`src/sv/assert_macros.svh`:
```
// Assertion macros shared by the digest RTL.
`ifndef ASSERT_MACROS_SVH
`define ASSERT_MACROS_SVH
// Check that an expression holds whenever the clock rises, outside reset.
`define ASSERT_ALWAYS(label, clk, rst_n, expr) \
    label: assert property (@(posedge clk) disable iff (!rst_n) (expr)) \
        else $error("assertion failed");
// Check that a condition implies a consequence on the same clock edge.
`define ASSERT_IMPLIES(label, clk, rst_n, cond, cons) \
    label: assert property (@(posedge clk) disable iff (!rst_n) (cond) |-> (cons)) \
        else $error("assertion failed");
// Check that a condition implies a consequence on the next clock edge.
`define ASSERT_NEXT(label, clk, rst_n, cond, cons) \
    label: assert property (@(posedge clk) disable iff (!rst_n) (cond) |=> (cons)) \
        else $error("assertion failed");
`endif

```
`src/sv/sha512_pkg.sv`:
```
// Package with types, round constants and initial values for the SHA-512 family.
`default_nettype none
package sha512_pkg;
    localparam int WORD_W = 64;

    typedef logic [WORD_W-1:0] word_t;

    typedef enum logic [1:0] {
        KIND_SHA512     = 2'd0,
        KIND_SHA384     = 2'd1,
        KIND_SHA512_256 = 2'd2,
        KIND_SHA512_224 = 2'd3
    } kind_t;

    // Back-end job: absorb one word into the block, with its byte count and last flag.
    typedef struct packed {
        word_t      data;
        logic [3:0] count;
        logic       last;
    } job_t;

    typedef enum logic [2:0] {
        ST_IDLE,
        ST_ABSORB,
        ST_COMPRESS,
        ST_PAD,
        ST_EMIT
    } state_t;

    function automatic word_t round_const(input logic [6:0] r);
        word_t k;
        case (r)
            7'd0: k = 64'h428a2f98d728ae22;  7'd1: k = 64'h7137449123ef65cd;
            7'd2: k = 64'hb5c0fbcfec4d3b2f;  7'd3: k = 64'he9b5dba58189dbbc;
            7'd4: k = 64'h3956c25bf348b538;  7'd5: k = 64'h59f111f1b605d019;
            7'd6: k = 64'h923f82a4af194f9b;  7'd7: k = 64'hab1c5ed5da6d8118;
            7'd8: k = 64'hd807aa98a3030242;  7'd9: k = 64'h12835b0145706fbe;
            7'd10: k = 64'h243185be4ee4b28c; 7'd11: k = 64'h550c7dc3d5ffb4e2;
            7'd12: k = 64'h72be5d74f27b896f; 7'd13: k = 64'h80deb1fe3b1696b1;
            7'd14: k = 64'h9bdc06a725c71235; 7'd15: k = 64'hc19bf174cf692694;
            7'd16: k = 64'he49b69c19ef14ad2; 7'd17: k = 64'hefbe4786384f25e3;
            7'd18: k = 64'h0fc19dc68b8cd5b5; 7'd19: k = 64'h240ca1cc77ac9c65;
            7'd20: k = 64'h2de92c6f592b0275; 7'd21: k = 64'h4a7484aa6ea6e483;
            7'd22: k = 64'h5cb0a9dcbd41fbd4; 7'd23: k = 64'h76f988da831153b5;
            7'd24: k = 64'h983e5152ee66dfab; 7'd25: k = 64'ha831c66d2db43210;
            7'd26: k = 64'hb00327c898fb213f; 7'd27: k = 64'hbf597fc7beef0ee4;
            7'd28: k = 64'hc6e00bf33da88fc2; 7'd29: k = 64'hd5a79147930aa725;
            7'd30: k = 64'h06ca6351e003826f; 7'd31: k = 64'h142929670a0e6e70;
            7'd32: k = 64'h27b70a8546d22ffc; 7'd33: k = 64'h2e1b21385c26c926;
            7'd34: k = 64'h4d2c6dfc5ac42aed; 7'd35: k = 64'h53380d139d95b3df;
            7'd36: k = 64'h650a73548baf63de; 7'd37: k = 64'h766a0abb3c77b2a8;
            7'd38: k = 64'h81c2c92e47edaee6; 7'd39: k = 64'h92722c851482353b;
            7'd40: k = 64'ha2bfe8a14cf10364; 7'd41: k = 64'ha81a664bbc423001;
            7'd42: k = 64'hc24b8b70d0f89791; 7'd43: k = 64'hc76c51a30654be30;
            7'd44: k = 64'hd192e819d6ef5218; 7'd45: k = 64'hd69906245565a910;
            7'd46: k = 64'hf40e35855771202a; 7'd47: k = 64'h106aa07032bbd1b8;
            7'd48: k = 64'h19a4c116b8d2d0c8; 7'd49: k = 64'h1e376c085141ab53;
            7'd50: k = 64'h2748774cdf8eeb99; 7'd51: k = 64'h34b0bcb5e19b48a8;
            7'd52: k = 64'h391c0cb3c5c95a63; 7'd53: k = 64'h4ed8aa4ae3418acb;
            7'd54: k = 64'h5b9cca4f7763e373; 7'd55: k = 64'h682e6ff3d6b2b8a3;
            7'd56: k = 64'h748f82ee5defb2fc; 7'd57: k = 64'h78a5636f43172f60;
            7'd58: k = 64'h84c87814a1f0ab72; 7'd59: k = 64'h8cc702081a6439ec;
            7'd60: k = 64'h90befffa23631e28; 7'd61: k = 64'ha4506cebde82bde9;
            7'd62: k = 64'hbef9a3f7b2c67915; 7'd63: k = 64'hc67178f2e372532b;
            7'd64: k = 64'hca273eceea26619c; 7'd65: k = 64'hd186b8c721c0c207;
            7'd66: k = 64'heada7dd6cde0eb1e; 7'd67: k = 64'hf57d4f7fee6ed178;
            7'd68: k = 64'h06f067aa72176fba; 7'd69: k = 64'h0a637dc5a2c898a6;
            7'd70: k = 64'h113f9804bef90dae; 7'd71: k = 64'h1b710b35131c471b;
            7'd72: k = 64'h28db77f523047d84; 7'd73: k = 64'h32caab7b40c72493;
            7'd74: k = 64'h3c9ebe0a15c9bebc; 7'd75: k = 64'h431d67c49c100d4c;
            7'd76: k = 64'h4cc5d4becb3e42b6; 7'd77: k = 64'h597f299cfc657e2a;
            7'd78: k = 64'h5fcb6fab3ad6faec; 7'd79: k = 64'h6c44198c4a475817;
            default: k = '0;
        endcase
        return k;
    endfunction

    function automatic word_t init_value(input kind_t kind, input logic [2:0] i);
        word_t v;
        case ({kind, i})
            {KIND_SHA512, 3'd0}: v = 64'h6a09e667f3bcc908;
            {KIND_SHA512, 3'd1}: v = 64'hbb67ae8584caa73b;
            {KIND_SHA512, 3'd2}: v = 64'h3c6ef372fe94f82b;
            {KIND_SHA512, 3'd3}: v = 64'ha54ff53a5f1d36f1;
            {KIND_SHA512, 3'd4}: v = 64'h510e527fade682d1;
            {KIND_SHA512, 3'd5}: v = 64'h9b05688c2b3e6c1f;
            {KIND_SHA512, 3'd6}: v = 64'h1f83d9abfb41bd6b;
            {KIND_SHA512, 3'd7}: v = 64'h5be0cd19137e2179;
            {KIND_SHA384, 3'd0}: v = 64'hcbbb9d5dc1059ed8;
            {KIND_SHA384, 3'd1}: v = 64'h629a292a367cd507;
            {KIND_SHA384, 3'd2}: v = 64'h9159015a3070dd17;
            {KIND_SHA384, 3'd3}: v = 64'h152fecd8f70e5939;
            {KIND_SHA384, 3'd4}: v = 64'h67332667ffc00b31;
            {KIND_SHA384, 3'd5}: v = 64'h8eb44a8768581511;
            {KIND_SHA384, 3'd6}: v = 64'hdb0c2e0d64f98fa7;
            {KIND_SHA384, 3'd7}: v = 64'h47b5481dbefa4fa4;
            {KIND_SHA512_256, 3'd0}: v = 64'h22312194fc2bf72c;
            {KIND_SHA512_256, 3'd1}: v = 64'h9f555fa3c84c64c2;
            {KIND_SHA512_256, 3'd2}: v = 64'h2393b86b6f53b151;
            {KIND_SHA512_256, 3'd3}: v = 64'h963877195940eabd;
            {KIND_SHA512_256, 3'd4}: v = 64'h96283ee2a88effe3;
            {KIND_SHA512_256, 3'd5}: v = 64'hbe5e1e2553863992;
            {KIND_SHA512_256, 3'd6}: v = 64'h2b0199fc2c85b8aa;
            {KIND_SHA512_256, 3'd7}: v = 64'h0eb72ddc81c52ca2;
            {KIND_SHA512_224, 3'd0}: v = 64'h8c3d37c819544da2;
            {KIND_SHA512_224, 3'd1}: v = 64'h73e1996689dcd4d6;
            {KIND_SHA512_224, 3'd2}: v = 64'h1dfab7ae32ff9c82;
            {KIND_SHA512_224, 3'd3}: v = 64'h679dd514582f9fcf;
            {KIND_SHA512_224, 3'd4}: v = 64'h0f6d2b697bd44da8;
            {KIND_SHA512_224, 3'd5}: v = 64'h77e36f7304c48942;
            {KIND_SHA512_224, 3'd6}: v = 64'h3f9d85a86a1d36c8;
            {KIND_SHA512_224, 3'd7}: v = 64'h1112e6ad91d692a1;
            default: v = '0;
        endcase
        return v;
    endfunction
endpackage
`default_nettype wire

```
`src/sv/sha512_front.sv`:
```
// Front end: take command words, clamp the byte count, push jobs into a short queue.
`default_nettype none
module sha512_front (
    input  wire                  clk,
    input  wire                  rst_n,
    input  wire                  flush,
    input  wire                  start,
    output logic                 busy,
    input  wire [63:0]           msg_word,
    input  wire [3:0]            byte_count,
    input  wire                  last_item,
    output logic                 job_valid,
    output sha512_pkg::job_t     job,
    input  wire                  job_pop
);
    import sha512_pkg::*;

    localparam int DEPTH = 2;

    job_t       q_reg [DEPTH];
    logic       wp_reg, rp_reg;
    logic [1:0] cnt_reg;
    logic       push;
    job_t       in_job;

    assign busy      = (cnt_reg == 2'(DEPTH));
    assign push      = start && !busy;
    assign job_valid = (cnt_reg != 2'd0);
    assign job       = q_reg[rp_reg];

    always_comb
    begin
        in_job.data  = msg_word;
        in_job.count = (byte_count > 4'd8) ? 4'd8 : byte_count;
        in_job.last  = last_item;
    end

    always_ff @(posedge clk)
    begin
        if (push)
        begin
            q_reg[wp_reg] <= in_job;
        end
    end

    always_ff @(posedge clk or negedge rst_n)
    begin
        if (!rst_n)
        begin
            wp_reg  <= 1'b0;
            rp_reg  <= 1'b0;
            cnt_reg <= 2'd0;
        end
        else if (flush)
        begin
            wp_reg  <= 1'b0;
            rp_reg  <= 1'b0;
            cnt_reg <= 2'd0;
        end
        else
        begin
            if (push)
            begin
                wp_reg <= ~wp_reg;
            end
            if (job_pop)
            begin
                rp_reg <= ~rp_reg;
            end
            cnt_reg <= cnt_reg + 2'(push) - 2'(job_pop);
        end
    end

    `include "assert_macros.svh"
    `ASSERT_IMPLIES(a_pop_nonempty, clk, rst_n, job_pop, job_valid)
    `ASSERT_ALWAYS(a_cnt_range, clk, rst_n, cnt_reg <= 2'(DEPTH))
    `ASSERT_NEXT(a_push_visible, clk, rst_n, push && !job_pop && !flush, job_valid)
endmodule
`default_nettype wire

```
`config.mk`:
```
export PLATFORM = sky130hd
export DESIGN_NAME = sha512_front
export DESIGN_NICKNAME = d
export VERILOG_FILES = /design/src/sv/sha512_pkg.sv /design/src/sv/sha512_front.sv
export VERILOG_INCLUDE_DIRS = /design/src /design/src/sv
export SDC_FILE = /design/constraint.sdc
export NUM_CORES = 1
export LEC_CHECK = 0
export BUFFER_PORTS_ARGS = -buffer_cell sky130_fd_sc_hd__buf_2
export CORE_MARGIN = 5
export CORE_UTILIZATION = 30
export CTS_CLUSTER_DIAMETER = 100
export CTS_CLUSTER_SIZE = 12
export DETAILED_ROUTE_END_ITERATION = 7
export GPL_ROUTABILITY_DRIVEN = 1
export HOLD_SLACK_MARGIN = 0.1
export PLACE_DENSITY_LB_ADDON = 0.25
export RECOVER_POWER = 25
export SKIP_LAST_GASP = 1
export SLEW_MARGIN = 20
export SYNTH_ARGS = -nofsm -noshare
export SYNTH_HDL_FRONTEND = slang
export SYNTH_SLANG_ARGS = --single-unit
```
`constraint.sdc`:
```
create_clock -name clk -period 4 [get_ports clk]
set_input_delay 0.2 -clock clk [delete_from_list [all_inputs] [get_ports clk]]
set_output_delay 0.2 -clock clk [all_outputs]
set_load 0.02 [all_outputs]
```
==> results of run 1 <==
[stage by stage]
stage	std cells	hold WS [ns]	utilization [%]	cell area, sq um	power [mW]
3_5_place_dp	604	0.0107	35.9	6180	2.44
2_1_floorplan	243	-0.0956	-	5250	2.24
5_1_grt	706	0.148	42.9	7390	4.04
3_3_place_gp	604	0.00723	35.9	6180	2.43
6_report	706	0.130	42.9	7390	3.86
4_1_cts	706	0.113	43.1	7420	3.92
[where the power goes]
group / internal (mW) / switching, mW
clock: 0.838 / 0.585
combinational: 0.252 / 0.329
sequential: 1.80 / 0.0575
[worst paths after layout]
check                                    from      endpoint
worst max-delay path                   rp_reg       job[66]
worst min-delay path            byte_count[2]   q_reg[1][3]
worst max register to register     cnt_reg[1]  q_reg[0][16]
worst min register to register         wp_reg        wp_reg
max in group asynchronous               rst_n        wp_reg
min in group asynchronous               rst_n    cnt_reg[0]
[worst reg2reg max path, stage by stage, from the launching register on]
cell and delay (ns):
dfrtp_1 0.41, nand2b_2 0.11, inv_2 0.04, or3_1 0.34
clkinv_2 0.52, buf_4 0.53
[metal layers]
layer | GRT usage, % | vias up | share of wire, %
met5 | 0 | - | 0
met3 | 4.00 | 9 | 7.0
met4 | 4.10 | 0 | 1.5
met2 | 17.6 | 94 | 49
met1 | 12.1 | 1436 | 42
li1 | - | 1402 | -
[layout make-up]
class                           count  area share, %
Sequential cell                   142           57.5
Timing Repair Buffer              216           19.0
Multi-Input combinational cell     88           12.3
Clock buffer                       17           5.76
Tap cell                          225           3.81
Clock inverter                     14           1.39
Inverter                            4          0.220
[timing repair]
| action | 4_1_cts | 5_1_grt |
|---|---|---|
| buffers inserted | 0 | 0 |
| endpoints found under the hold margin | 140 | 0 |
| hold buffers | 71 | 0 |
[cell families (layout without fill, tap and decap cells)]
logic type | Yosys count | count (layout)
flops | 142 | 142
mux | 69 | 69
simple gates | 13 | 13
buf+inv | 13 | 251
fa+ha+maj | 2 | 2
compound gates | 2 | 2
xor+xnor | 2 | 2
[layout by cell type (no fill, tap or decap), drive strengths merged, types with 2 or more instances in the layout]
master	instances
buf	118
clkbuf	44
clkinv	12
dfrtp	4
dlygate4sd3	71
edfxtp	138
ha	2
inv	4
mux2	69
nor2	2
nor2b	4
==> metrics.cfg, run 1 <==
[outcome]
status=finished clean

[final_layout]
largest_register_ffs=138
area_delta_synth_final_pct=40.7
regArea_sq_mm=0.00425
final_layout_size_suffix_gt1_share_pct=46.6
nets=545
antenna_cells=0
nFillCells=1573
multiInputGateArea_sq_um=910

[route]
drt_iter0_drc=107
antenna_left=0
drt_wl_total_um=10300
vias=2941
post_drt_wl_per_cell_um=14.6
post_drt_via_cell_ratio=4.17
route.detailed.drc=0
first_pass_iters=3

[sta]
fmax_mhz=425
fin_skew_ns=0.00917
setup_ws_ns=1.65
slew_violations=0
tightest_slew_ns=1.00
fin_crit_sh_pct=58.8
setup_viol=0
period_needed_ns=2.35
setup_tns_ns=0
slew_headroom_pct=33.1
hold_viol=0
rsz0062_at_grt=false

[floorplanning]
core_sq_mm=0.0172
die-area_sq_mm=0.0203
initial_core_util_pct=30.5
core.rowCount=48
die_h_um=142
io_pins=145
dieWidth_um=142

[synthesis]
synthTopCellsByCount=edfxtp_1 (138), mux2_2 (69), buf_6 (7), dfrtp_1 (4), nor2b_1 (4)
synth_top_family_by_area=multiplexers
synth_fp_nets=319
synth_flop_cell=edfxtp_1
syn_area_sq_mm=0.00525
synth-seq-cells=142
synth_top_area_cell=edfxtp_1
synthTopCellsByArea=edfxtp_1 (79%), mux2_2 (15%), dfrtp_1 (1.9%)
synth-async-reset-ratio_pct=2.82
yosysSeqAreaShare_pct=80.8
synth_xor_area_share_pct=0.333
synth-compound-area-share_pct=0.191
netlist_instances=243
syn_area_per_cell_sq_um=21.6
yosys.area_share.simple_pct=1.45
synth_mux_area_share_pct=14.8
post_synth_num_cell_types=22
synth_top_area_share_pct=78.9
synthAdderAreaFrac_pct=0.476
yosysMostFrequentCell=edfxtp_1
ys_warn_count=0
synth_edf_count=138

[setup_path]
required_ns=3.80
max_stage_delay_ns=1.02
critPathTopFamily=flip-flops
reg2reg_setup_slack_ns=1.67
path_buf_inv=1
crit_path_start_kind=flop
crit_fanout=70
cp-end-kind=output pin
reg2regPathDepth=5
cp.depth=2
path_cells=mux2_2 -> buf_2
cp_slowest_cell=dfrtp_4
criticalPathCategory=reg -> out
cp.arrival_ns=2.15

[clock_tree]
ctsResizeCount=0
htreeDepth=4
cts.clk_slew.worst_paths_ns=0.06
cts_sinks=142
cts_buffer_depth=2
clkLatencyLatePin_ns=0.41
root_buffer=clkbuf_16
numCtsBuffers=17
cts_tree=yes

[hold_path]
hold_path_class=in -> reg
hold_depth=2

[global_routing]
grt_pass1_wl_um=16100
grt_overflow_total=0
grt_pass1_vias=3252
antenna_found_initial=0
grt.total_usage_pct=10.4
grt_max_degree=71

[pwr]
vdd_drop_max_mv=0.265
power.density_mw_per_mm2=523
power.leakage_nw=2.75

[placed_design]
portBuffers=144
hpwl_um=6280
place.gp.congestion=0.737
dp_slack_ns=1.61

[run]
maxCapViolCount=0

Note: power is estimated with default switching activity, not from simulation.
==> inputs of run 2 (changes only) <==
==> constraint.sdc (replaced) <==
create_clock -name clk -period 2.3 [get_ports clk]
set_input_delay 0.115 -clock clk [delete_from_list [all_inputs] [get_ports clk]]
set_output_delay 0.115 -clock clk [all_outputs]
set_load 0.02 [all_outputs]
==> run 2 against run 1 <==
Compared with the run above:
- global-route usage increased by 0.25 points
- cell area rose by 1.8%
- sequential share of layout area down 1.0 points
- largest power group unchanged
- count of clock-buffer cells in the layout increased by 4
==> metrics.cfg, run 2 (same netlist as run 1, synthesis figures left out) <==
[pwr]
clkPwrFrac_pct=38.1  ; was 36.8%
p_int_mw=5.28  ; was 2.89 mW
power.density_mw_per_mm2=919  ; was 523 mW/mm^2
seqPwrFrac_pct=46.0  ; was 48.1%
power.leakage_nw=2.78  ; was 2.75 nW
swShare_pct=23.7  ; was 25.2%
power_frac_comb_pct=15.8  ; was 15.0%
switchingPower_mw=1.64  ; was 0.972 mW
vdd_drop_max_mv=0.466  ; was 0.265 mV

[setup_path]
criticalPathCategory=reg -> out  ; unchanged
crit_path_start_kind=flop  ; unchanged
required_ns=2.18  ; was 3.80 ns
cp-end-kind=output pin  ; unchanged
crit_fanout=31  ; was 70
cp.arrival_ns=1.79  ; was 2.15 ns

[route]
post_drt_wl_per_cell_um=14.8  ; was 14.6 um
route.detailed.drc=0  ; unchanged
antenna_left=0  ; unchanged
vias=2995  ; was 2941
first_pass_iters=4  ; was 3
post_drt_via_cell_ratio=4.20  ; was 4.17
drt_iter0_drc=67  ; was 107
drt_wl_total_um=10500  ; was 10300 um

[global_routing]
grt_pass1_vias=3260  ; was 3252
grt.total_usage_pct=10.7  ; was 10.4%
antenna_found_initial=0  ; unchanged
grt_max_degree=40  ; was 71
grt_pass1_wl_um=16300  ; was 16100 um
grt_overflow_total=0  ; unchanged

[hold_path]
hold_path_class=in -> reg  ; unchanged

[floorplanning]
die_h_um=142  ; unchanged
initial_core_util_pct=30.5  ; unchanged
dieWidth_um=142  ; unchanged
core_sq_mm=0.0172  ; unchanged
die-area_sq_mm=0.0203  ; unchanged
io_pins=145  ; unchanged
core.rowCount=48  ; unchanged

[sta]
setup_viol=0  ; unchanged
setup_tns_ns=0  ; unchanged
tightest_slew_ns=0.432  ; was 1.00 ns
slew_headroom_pct=71.2  ; was 33.1%
hold_viol=0  ; unchanged
fmax_mhz=524
rsz0062_at_grt=false  ; unchanged
slew_violations=0  ; unchanged
fin_crit_sh_pct=83.0
fin_skew_ns=0.00747  ; was 0.00917 ns
period_needed_ns=1.91

[placed_design]
portBuffers=144  ; unchanged
place.gp.congestion=0.724  ; was 0.737
dpl_cell_area_sq_mm=0.00626  ; was 0.00618 sq mm
hpwl_um=6710  ; was 6280 um
dp_cells=609  ; was 604

[final_layout]
area_delta_synth_final_pct=43.2  ; was 40.7%
layout_common_cells=edfxtp_1 (138), buf_2 (113), dlygate4sd3_1 (74), mux2_2 (69), clkbuf_1 (35)  ; was edfxtp_1 (138), buf_2 (116), dlygate4sd3_1 (71), mux2_2 (69), clkbuf_1 (24)
antenna_cells=0  ; unchanged
final_cell_area_sq_mm=0.00752  ; was 0.00739 sq mm
final_layout_size_suffix_gt1_share_pct=44.5  ; was 46.6%
post_layout_nonfiller_instances=713  ; was 706
largest_register_ffs=138  ; unchanged
nets=553  ; was 545
final_common_cell=edfxtp_1  ; unchanged

[clock_tree]
cts_buffer_depth=2  ; unchanged
htreeDepth=4  ; unchanged
ctsResizeCount=0  ; unchanged
numCtsBuffers=17  ; unchanged
clkLatencyLatePin_ns=0.41  ; about the same
cts_tree=yes  ; unchanged
cts_sinks=142  ; unchanged
cts.clk_slew.worst_paths_ns=0.06  ; about the same
root_buffer=clkbuf_16  ; unchanged

[outcome]
status=finished clean  ; unchanged

[run]
maxCapViolCount=0  ; unchanged

==> run 2: changes by cell type in the layout (fill, tap and decap cells not counted), moves of 3 or more <==
cell / previous run / this run
buf_12: 0 / 3
buf_2: 116 / 113
clkbuf_1: 24 / 35
clkbuf_2: 3 / 0
clkinv_2: 9 / 2
dlygate4sd3_1: 71 / 74
==> run 2: path summary, 6_finish.rpt <==
path                                      to       start  depth (start not counted)  slack, ns
max in group asynchronous             rp_reg       rst_n                          3       1.50
worst max register to register  q_reg[0][45]  cnt_reg[0]                          5       0.51
worst min-delay path              cnt_reg[1]     job_pop                          5       0.22
min in group asynchronous             rp_reg       rst_n                          3       0.60
worst max-delay path                 job[60]      rp_reg                          3       0.39
worst min register to register        wp_reg      wp_reg                          2       0.57
==> run 2: power by group through the flow <==
stage	logic (mW)	registers [mW]	clock network, mW
floorplan	0.660	3.23	0
global placement	1.02	3.22	0
detailed placement	1.03	3.24	0
CTS	1.13	3.19	2.72
global route	1.19	3.20	2.84
finish	1.09	3.18	2.64
==> run 2: cell type report <==
type                            count  area [sq um]
Clock buffer                       21           440
Clock inverter                      9           120
Fill cell                        1568          9710
Inverter                            4          18.8
Multi-Input combinational cell     88           910
Sequential cell                   142          4250
Tap cell                          225           282
Timing Repair Buffer              224          1510
==> run 2: metrics by stage <==
stage	setup WS [ns]	power, mW	util, %	hold slack, ns
after floorplan	0.0763	3.89	-	-0.181
after global placement	0.527	4.25	36.3	-0.0721
after detailed placement	0.482	4.27	36.3	-0.0714
after CTS	0.331	7.04	43.9	0.202
after global routing	0.284	7.24	43.6	0.298
final	0.390	6.92	43.6	0.222
==> run 2: routing by layer <==
layer | up-vias | routed length (um) | global-route usage (%)
met5 | - | 0 | 0
met4 | 0 | 158 | 4.40
met3 | 16 | 790 | 4.17
met2 | 101 | 5300 | 17.7
met1 | 1461 | 4280 | 12.5
li1 | 1417 | - | -
==> run 2: worst max-delay path, stage by stage, from the launching register on <==
cell and delay [ns]:
dfrtp_4 0.42, buf_4 0.38, mux2_2 0.41, buf_2 0.16
==> run 2: timing repair <==
item | in CTS | in global routing
hold buffers | 74 | 0
setup buffers | 0 | 0
hold endpoints to repair | 146 | 0
